<file path="config.mk">
export PLATFORM = sky130hd
export DESIGN_NAME = ordered_queue_with_value_removal
export DESIGN_NICKNAME = d
export VERILOG_FILES = /design/src/sv/oqvr_pkg.sv /design/src/sv/ordered_queue_with_value_removal.sv /design/src/sv/oqvr_ram.sv /design/src/sv/oqvr_ctrl.sv /design/src/sv/oqvr_dpath.sv
export SDC_FILE = /design/constraint.sdc
export NUM_CORES = 1
export LEC_CHECK = 0
export ABC_AREA = 1
export BUFFER_PORTS_ARGS = -buffer_cell sky130_fd_sc_hd__buf_2
export CORE_MARGIN = 2
export CORE_UTILIZATION = 32
export CTS_BUF_LIST = sky130_fd_sc_hd__clkbuf_4
export DETAILED_ROUTE_END_ITERATION = 10
export PLACE_DENSITY_LB_ADDON = 0.25
export SYNTH_ARGS = -nofsm -noshare
export SYNTH_HDL_FRONTEND = slang
export SYNTH_HIERARCHICAL = 1
export SYNTH_SLANG_ARGS = --single-unit
</file>
<file path="constraint.sdc">
create_clock -name i_clk -period 4.9 [get_ports i_clk]
set_clock_uncertainty 0.2 [all_clocks]
set_input_delay 1.225 -clock i_clk [delete_from_list [all_inputs] [get_ports i_clk]]
set_output_delay 1.225 -clock i_clk [all_outputs]
set_load 0.005 [all_outputs]
</file>
<file path="src/sv/oqvr_pkg.sv">
// ============================================================================
// oqvr_pkg
// Types and codes shared by the ordered queue with value removal.
// ============================================================================
package oqvr_pkg;

    localparam int OP_W     = 2;
    localparam int RES_W    = 32;
    localparam int STAT_W   = 2;
    localparam int OCC_W    = 5;

    localparam logic [OP_W-1:0] OP_PUSH   = 2'd0;
    localparam logic [OP_W-1:0] OP_POP    = 2'd1;
    localparam logic [OP_W-1:0] OP_REMOVE = 2'd2;

    localparam logic [STAT_W-1:0] ST_OK        = 2'd0;
    localparam logic [STAT_W-1:0] ST_EMPTY     = 2'd1;
    localparam logic [STAT_W-1:0] ST_NOT_FOUND = 2'd2;
    localparam logic [STAT_W-1:0] ST_FULL      = 2'd3;

    localparam logic [1:0] VSEL_ZERO  = 2'd0;
    localparam logic [1:0] VSEL_RDATA = 2'd1;
    localparam logic [1:0] VSEL_FOUND = 2'd2;

    typedef struct packed {
        logic [OP_W-1:0]         operation;
        logic signed [RES_W-1:0] operand_value;
    } t_in;

    typedef struct packed {
        logic signed [RES_W-1:0] result_value;
        logic [STAT_W-1:0]       status;
        logic [OCC_W-1:0]        occupancy;
    } t_out;

    typedef struct packed {
        logic              load;
        logic              step;
        logic              push_wr;
        logic              pop_done;
        logic              found;
        logic              shift_wr;
        logic              take_done;
        logic              resp;
        logic [STAT_W-1:0] resp_status;
        logic [1:0]        resp_vsel;
    } t_ctl_cmd;

    typedef struct packed {
        logic empty;
        logic full;
        logic pend;
        logic match;
    } t_ctl_sts;

endpackage

</file>
<file path="src/sv/ordered_queue_with_value_removal.sv">
// ============================================================================
// ordered_queue_with_value_removal
// Bounded ordered queue of signed words with push, pop and remove by value.
// ============================================================================
// A transaction is taken when start is high and busy is low; its one result
// appears on o_result for a single cycle with o_strobe high, and the receiver
// cannot stall it. Push, the unused operation code, and pop or remove on an
// empty queue answer straight from the idle state; pop on a non-empty queue
// answers from the pop state. Remove walks the queue through the store's
// single registered read port one entry per cycle, then closes the gap by
// copying each later entry forward one per cycle. A new transaction may
// start in the cycle its predecessor's result is shown.
module ordered_queue_with_value_removal #(
    parameter int QUEUE_DEPTH = 16,
    parameter int VALUE_WIDTH = 32
) (
    input  logic           i_clk,
    input  logic           i_rst_n,
    input  logic           start,
    input  oqvr_pkg::t_in  i_cmd,
    output logic           busy,
    output oqvr_pkg::t_out o_result,
    output logic           o_strobe
);
    import oqvr_pkg::*;

    t_ctl_cmd ctl;
    t_ctl_sts sts;

    oqvr_ctrl u_ctrl (
        .i_clk   (i_clk),
        .i_rst_n (i_rst_n),
        .start   (start),
        .i_cmd   (i_cmd),
        .i_sts   (sts),
        .o_ctl   (ctl),
        .busy    (busy)
    );

    oqvr_dpath #(
        .QUEUE_DEPTH (QUEUE_DEPTH),
        .VALUE_WIDTH (VALUE_WIDTH)
    ) u_dpath (
        .i_clk    (i_clk),
        .i_rst_n  (i_rst_n),
        .i_cmd    (i_cmd),
        .i_ctl    (ctl),
        .o_sts    (sts),
        .o_result (o_result),
        .o_strobe (o_strobe)
    );

endmodule

</file>
<file path="src/sv/oqvr_ram.sv">
// ============================================================================
// oqvr_ram
// Generic single-write, single-read RAM with registered read data.
// ============================================================================
module oqvr_ram #(
    parameter int WIDTH = 32,
    parameter int DEPTH = 16
) (
    input  logic                                    i_clk,
    input  logic                                    i_we,
    input  logic [(DEPTH > 1 ? $clog2(DEPTH) : 1)-1:0] i_waddr,
    input  logic [WIDTH-1:0]                        i_wdata,
    input  logic [(DEPTH > 1 ? $clog2(DEPTH) : 1)-1:0] i_raddr,
    output logic [WIDTH-1:0]                        o_rdata
);

    logic [WIDTH-1:0] r_mem [DEPTH];
    logic [WIDTH-1:0] r_rdata;

    always_ff @(posedge i_clk) begin
        if (i_we) begin
            r_mem[i_waddr] <= i_wdata;
        end
        r_rdata <= r_mem[i_raddr];
    end

    assign o_rdata = r_rdata;

endmodule

</file>
<file path="src/sv/oqvr_ctrl.sv">
// ============================================================================
// oqvr_ctrl
// Sequencer for push, pop and remove transactions.
// ============================================================================
module oqvr_ctrl (
    input  logic               i_clk,
    input  logic               i_rst_n,
    input  logic               start,
    input  oqvr_pkg::t_in      i_cmd,
    input  oqvr_pkg::t_ctl_sts i_sts,
    output oqvr_pkg::t_ctl_cmd o_ctl,
    output logic               busy
);
    import oqvr_pkg::*;

    localparam logic [1:0] S_IDLE  = 2'd0;
    localparam logic [1:0] S_POP   = 2'd1;
    localparam logic [1:0] S_SCAN  = 2'd2;
    localparam logic [1:0] S_SHIFT = 2'd3;

    logic [1:0] r_state;
    logic [1:0] n_state;
    t_ctl_cmd   ctl;

    always_comb begin
        n_state = r_state;
        ctl     = '0;
        unique case (r_state)
            S_IDLE: begin
                if (start) begin
                    unique case (i_cmd.operation)
                        OP_PUSH: begin
                            ctl.resp = 1'b1;
                            if (i_sts.full) begin
                                ctl.resp_status = ST_FULL;
                            end else begin
                                ctl.push_wr = 1'b1;
                            end
                        end
                        OP_POP: begin
                            if (i_sts.empty) begin
                                ctl.resp        = 1'b1;
                                ctl.resp_status = ST_EMPTY;
                            end else begin
                                ctl.load = 1'b1;
                                ctl.step = 1'b1;
                                n_state  = S_POP;
                            end
                        end
                        OP_REMOVE: begin
                            if (i_sts.empty) begin
                                ctl.resp        = 1'b1;
                                ctl.resp_status = ST_EMPTY;
                            end else begin
                                ctl.load = 1'b1;
                                ctl.step = 1'b1;
                                n_state  = S_SCAN;
                            end
                        end
                        default: begin
                            ctl.resp = 1'b1;
                        end
                    endcase
                end
            end
            S_POP: begin
                ctl.pop_done  = 1'b1;
                ctl.resp      = 1'b1;
                ctl.resp_vsel = VSEL_RDATA;
                n_state       = S_IDLE;
            end
            S_SCAN: begin
                if (!i_sts.pend) begin
                    ctl.resp        = 1'b1;
                    ctl.resp_status = ST_NOT_FOUND;
                    n_state         = S_IDLE;
                end else if (i_sts.match) begin
                    ctl.found = 1'b1;
                    ctl.step  = 1'b1;
                    n_state   = S_SHIFT;
                end else begin
                    ctl.step = 1'b1;
                end
            end
            S_SHIFT: begin
                if (i_sts.pend) begin
                    ctl.shift_wr = 1'b1;
                    ctl.step     = 1'b1;
                end else begin
                    ctl.take_done = 1'b1;
                    ctl.resp      = 1'b1;
                    ctl.resp_vsel = VSEL_FOUND;
                    n_state       = S_IDLE;
                end
            end
            default: begin
                n_state = S_IDLE;
            end
        endcase
    end

    always_ff @(posedge i_clk) begin
        if (!i_rst_n) begin
            r_state <= S_IDLE;
        end else begin
            r_state <= n_state;
        end
    end

    assign o_ctl = ctl;
    assign busy  = (r_state != S_IDLE);

endmodule

</file>
<file path="src/sv/oqvr_dpath.sv">
// ============================================================================
// oqvr_dpath
// Circular value store with head pointer, scan/shift pointers and result
// register.
// ============================================================================
module oqvr_dpath #(
    parameter int QUEUE_DEPTH = 16,
    parameter int VALUE_WIDTH = 32
) (
    input  logic               i_clk,
    input  logic               i_rst_n,
    input  oqvr_pkg::t_in      i_cmd,
    input  oqvr_pkg::t_ctl_cmd i_ctl,
    output oqvr_pkg::t_ctl_sts o_sts,
    output oqvr_pkg::t_out     o_result,
    output logic               o_strobe
);
    import oqvr_pkg::*;

    localparam int AW = (QUEUE_DEPTH > 1) ? $clog2(QUEUE_DEPTH) : 1;
    localparam int CW = $clog2(QUEUE_DEPTH + 1);

    logic [AW-1:0]          r_head, n_head;
    logic [CW-1:0]          r_count, n_count;
    logic [CW-1:0]          r_ridx, n_ridx;
    logic [CW-1:0]          r_pidx, n_pidx;
    logic [VALUE_WIDTH-1:0] r_key, n_key;
    logic [VALUE_WIDTH-1:0] r_fval, n_fval;
    t_out                   r_result, n_result;
    logic                   r_strobe;

    logic [CW-1:0]          rd_idx;
    logic [AW-1:0]          raddr;
    logic [AW-1:0]          waddr;
    logic [VALUE_WIDTH-1:0] wdata;
    logic [VALUE_WIDTH-1:0] rdata;
    logic                   we;

    function automatic logic [AW-1:0] phys(input logic [AW-1:0] head,
                                           input logic [CW-1:0] idx);
        logic [CW:0] sum;
        sum = (CW+1)'(head) + (CW+1)'(idx);
        if (sum >= (CW+1)'(QUEUE_DEPTH)) begin
            sum = sum - (CW+1)'(QUEUE_DEPTH);
        end
        return sum[AW-1:0];
    endfunction

    assign rd_idx = i_ctl.load ? '0 : r_ridx;
    assign raddr  = phys(r_head, rd_idx);
    assign we     = i_ctl.push_wr | i_ctl.shift_wr;
    assign waddr  = i_ctl.push_wr ? phys(r_head, r_count)
                                  : phys(r_head, r_pidx - CW'(1));
    assign wdata  = i_ctl.push_wr ? VALUE_WIDTH'($unsigned(i_cmd.operand_value)) : rdata;

    oqvr_ram #(
        .WIDTH (VALUE_WIDTH),
        .DEPTH (QUEUE_DEPTH)
    ) u_ram (
        .i_clk   (i_clk),
        .i_we    (we),
        .i_waddr (waddr),
        .i_wdata (wdata),
        .i_raddr (raddr),
        .o_rdata (rdata)
    );

    always_comb begin
        n_head   = r_head;
        n_count  = r_count;
        n_ridx   = r_ridx;
        n_pidx   = r_pidx;
        n_key    = r_key;
        n_fval   = r_fval;
        n_result = r_result;

        if (i_ctl.load) begin
            n_key = VALUE_WIDTH'($unsigned(i_cmd.operand_value));
        end
        if (i_ctl.step) begin
            n_pidx = rd_idx;
            n_ridx = (rd_idx == r_count) ? rd_idx : rd_idx + CW'(1);
        end
        if (i_ctl.found) begin
            n_fval = rdata;
        end
        if (i_ctl.pop_done) begin
            n_head = (r_head == AW'(QUEUE_DEPTH - 1)) ? '0 : r_head + AW'(1);
        end
        if (i_ctl.push_wr) begin
            n_count = r_count + CW'(1);
        end else if (i_ctl.pop_done || i_ctl.take_done) begin
            n_count = r_count - CW'(1);
        end

        if (i_ctl.resp) begin
            n_result.status    = i_ctl.resp_status;
            n_result.occupancy = OCC_W'(n_count);
            unique case (i_ctl.resp_vsel)
                VSEL_RDATA: n_result.result_value = RES_W'(signed'(rdata));
                VSEL_FOUND: n_result.result_value = RES_W'(signed'(r_fval));
                default:    n_result.result_value = '0;
            endcase
        end
    end

    always_ff @(posedge i_clk) begin
        if (!i_rst_n) begin
            r_head   <= '0;
            r_count  <= '0;
            r_strobe <= 1'b0;
        end else begin
            r_head   <= n_head;
            r_count  <= n_count;
            r_strobe <= i_ctl.resp;
        end
    end

    always_ff @(posedge i_clk) begin
        r_ridx   <= n_ridx;
        r_pidx   <= n_pidx;
        r_key    <= n_key;
        r_fval   <= n_fval;
        r_result <= n_result;
    end

    assign o_sts.empty = (r_count == '0);
    assign o_sts.full  = (r_count == CW'(QUEUE_DEPTH));
    assign o_sts.pend  = (r_pidx < r_count);
    assign o_sts.match = (rdata == r_key);
    assign o_result    = r_result;
    assign o_strobe    = r_strobe;

endmodule

</file>
==> summary.md <==
| Metric | Value |
|---|---|
| DRC viols | `0` |
| CP endpoint kind | `flop` |
| Port bufs | `77` |
| Yosys warns | `6` |
| Final worst path period share | `0.803` |
| Clock Pin Slew Worst Setup and Hold Paths | `roughly 0.070 ns` |
| DRT Wirelength | `a little under 80000 µm` |
| DRT Pass-1 Iters | `5` |
| Initial antenna violation count | `4` |
| Global route overflow | `0` |
| Die H | `between 300 and 400 µm` |
| Final GP Congestion | `~0.8` |
| Placed Cells | `~4.1k` |
| Global Route Usage Sum | `0.168` |
| Worst slew pin tran | `between 1 and 1.5 ns` |
| Setup total negative slack | `0 ns` |
| Non-filler cells, final | `around 4.4k` |
| Clk buf depth | `3` |
| Post-CTS resize count | `0` |
| Fin nets | `roughly 3.1k` |
| CTS H-tree lvls | `4` |
| P&R area growth vs syn | `16.2%` |
| First-pass GRT wire length | `119000 µm` |
| PwrDens | `475 mW/mm²` |
| DR WL/cell | `about 18 µm` |
| Final Critical Period | `3.94 ns` |
| Leakage power | `0.0144 µW` |
| Mean Syn Cell Area | `between 10 and 15 µm²` |
| Max_cap viols | `0` |
| Fmax | `approximately 250 MHz` |
| Synthesized net count | `approximately 2.9k` |
| Syn Inst Count | `2852` |
| WP data required | `~5.4 ns` |
| Final ANT Viol Nets | `0` |
| # IOs | `around 80` |
| Final hold vios | `0` |
| Yosys cell types | `36` |
| Kind of critical path | `reg2reg` |
| Mapped Area | `0.0292 mm²` |
| Max-slew violations | `0` |
| Number of flops mapped to enable cells by yosys | `approximately 630` |
| Unrepaired setup endpoints after global routing | `no` |
| Via Count | `around 20k` |
| Crit path launch type | `flop` |
| Outcome | `finished, final reports clean` |
| Vias per cell | `4.50` |
| Core Region | `roughly 0.09 mm²` |
| Die area | `0.0936 mm²` |
| Max transition margin | `0.306` |
| Vias in the first global route | `about 19k` |
| Pin count of the biggest net entering global routing | `approximately 160` |
| Maximum VDD drop | `about 0.00035 V` |
| Share of cells above drive strength 1 | `0.161` |
| Rows | `110` |
| Seq/Total Area, Yosys | `0.674` |
| DP HPWL | `roughly 49000 µm` |
| Most used DFF post-synth | `edfxtp_1` |
| CTS tree | `yes` |
| Clock root cell | `clkbuf_4` |
| Async set or reset register ratio after synthesis | `0` |
| CTS buffer count | `174` |
| Worst-Skew Late Latency | `roughly 1.0 ns` |
| Final setup vio count | `0` |
| DRT iter0 DRCs | `between 1.5k and 2k` |
| Post-CTS Setup Inserts | `0` |
| CP arrival | `~4.4 ns` |
| #FFs+latches synth | `~670` |
| Die Wd | `306 µm` |
| CTS Hold Bufs | `0` |
| CP Max Fanout | `27` |
| Starting Density | `0.324` |
| Filler cells | `just under 9k` |
| Hold WC Path Type | `in2reg` |
| Clock sinks | `between 600 and 700` |
[power breakdown]
group / leakage [µW] / switching, µW / internal [µW] / total (µW)
registers: 0.00606 / 353 / 7160 / 7510
logic: 0.00694 / 2650 / 980 / 3630
clock network: 0.00139 / 2260 / 2710 / 4970
total: 0.0144 / 5260 / 10900 / 16100
[placed cells by master, fill, tap and decap left out, types with 3 or more instances in the layout]
cell / synthesis / routed
a21oi_1: 46 / 45
buf_12: 1 / 36
buf_2: 45 / 77
buf_4: 7 / 50
clkbuf_4: 0 / 285
clkinv_1: 1 / 25
dfxtp_1: 44 / 44
diode_2: 0 / 5
edfxtp_1: 625 / 625
ha_1: 21 / 20
inv_1: 487 / 484
inv_2: 5 / 8
inv_4: 2 / 3
nand2_1: 951 / 951
nand2_2: 11 / 11
nand3_1: 401 / 401
nor2_1: 58 / 40
nor2_2: 3 / 3
nor2_4: 1 / 19
nor3_1: 3 / 3
o21ai_0: 36 / 22
o21ai_1: 4 / 11
o21ai_2: 1 / 8
xor2_1: 9 / 8
[worst paths after layout]
check	start	to	slack, ns	depth (start not counted)
setup reg to reg	u_dpath/r_count[2]$_SDFF_PN0_	u_dpath/u_ram/r_mem[0][20]$_DFFE_PP_	0.96	20
setup / recovery	u_dpath/r_count[2]$_SDFF_PN0_	u_dpath/u_ram/r_mem[0][20]$_DFFE_PP_	0.96	20
hold / removal	i_cmd[27]	u_dpath/r_key[27]$_DFFE_PP_	0.22	1
hold reg to reg	u_dpath/u_ram/o_rdata[19]$_DFF_P_	u_dpath/r_fval[19]$_DFFE_PP_	0.30	0
[logic make-up after synthesis]
group | count (synthesis) | share of synthesized area
adders and majority gates | 23 | 0.0104
buffers and inverters | 619 | 0.0907
and+or+nand+nor | 1436 | 0.205
DFF | 669 | 0.674
xor gates and xnor gates | 12 | 0.00360
AOI/OAI and AO/OA | 93 | 0.0169
[synthesized netlist by cell type (3+ instances only)]
library cell / n / area (µm²)
ha_1: 21 / 263
nand2_1: 951 / 3570
o21ai_0: 36 / 180
buf_1: 14 / 52.6
buf_2: 45 / 225
edfxtp_1: 625 / 18800
buf_6: 29 / 327
buf_4: 7 / 52.6
nand3_1: 401 / 2010
inv_2: 5 / 18.8
xnor2_1: 3 / 26.3
nor3_1: 3 / 15.0
xor2_1: 9 / 78.8
inv_1: 487 / 1830
nor2_2: 3 / 18.8
o21ai_1: 4 / 20.0
nor2_1: 58 / 218
dfxtp_1: 44 / 881
a21oi_1: 46 / 230
clkbuf_1: 28 / 105
nand2_2: 11 / 68.8
[metal layers]
metal | part of all wire | GRT usage | vias up
li1 | - | - | 9757
met1 | 0.46 | 0.226 | 9351
met2 | 0.46 | 0.267 | 525
met5 | 0 | 0 | -
met3 | 0.058 | 0.0387 | 120
met4 | 0.024 | 0.0592 | 0
[worst max-delay path: stages (launching register included)]
cell and delay, ns:
dfxtp_1 0.43, inv_1 0.18, nand3_1 0.17, nor2_1 0.11, nor3b_4 0.42, nand2_1 0.09, o21ai_0 0.09, inv_1 0.06
ha_1 0.32, a21oi_1 0.22, nand2_1 0.08, nand2_1 0.06, nand2_1 0.06, inv_1 0.05, nand2_1 0.04, nand2_1 0.14
inv_1 0.11, nor2_1 0.09, nand2_1 0.22, nor2_4 0.19, buf_12 0.23
[layout make-up]
type                            instances  area [µm²]  share of cell area
Sequential cell                       669       19600               0.580
Multi-Input combinational cell       1564        7090               0.209
Clock buffer                          285        2140              0.0631
Inverter                              495        1870              0.0553
Timing Repair Buffer                  163        1480              0.0437
Tap cell                             1176        1470              0.0434
Clock inverter                         31         175             0.00517
Antenna cell                            5        12.5            0.000369
[per-stage QoR]
step	cell area, µm²	total power (µW)	setup slack, ns	util	hold slack, ns
6_report	33900	16100	0.964	0.376	0.216
5_1_grt	33900	17000	0.581	0.376	0.0870
4_1_cts	33900	16300	0.932	0.376	0.0813
3_5_place_dp	31600	11300	0.229	0.350	0.286
3_3_place_gp	31600	11300	0.145	0.350	0.282
2_1_floorplan	29200	9640	-0.427	-	0.252
[sequential cells by signal (all words and copies together) (netlist names)]
register,count
u_dpath/r_fval,32
u_dpath/o_result,39
u_dpath/o_strobe,1
u_dpath/r_head,4
u_ctrl/r_state,2
u_dpath/r_count,5
u_dpath/r_key,32
u_dpath/u_ram/r_mem,512
u_dpath/u_ram/o_rdata,32
u_dpath/r_pidx,5
u_dpath/r_ridx,5
(Power assumes the default switching activity.)
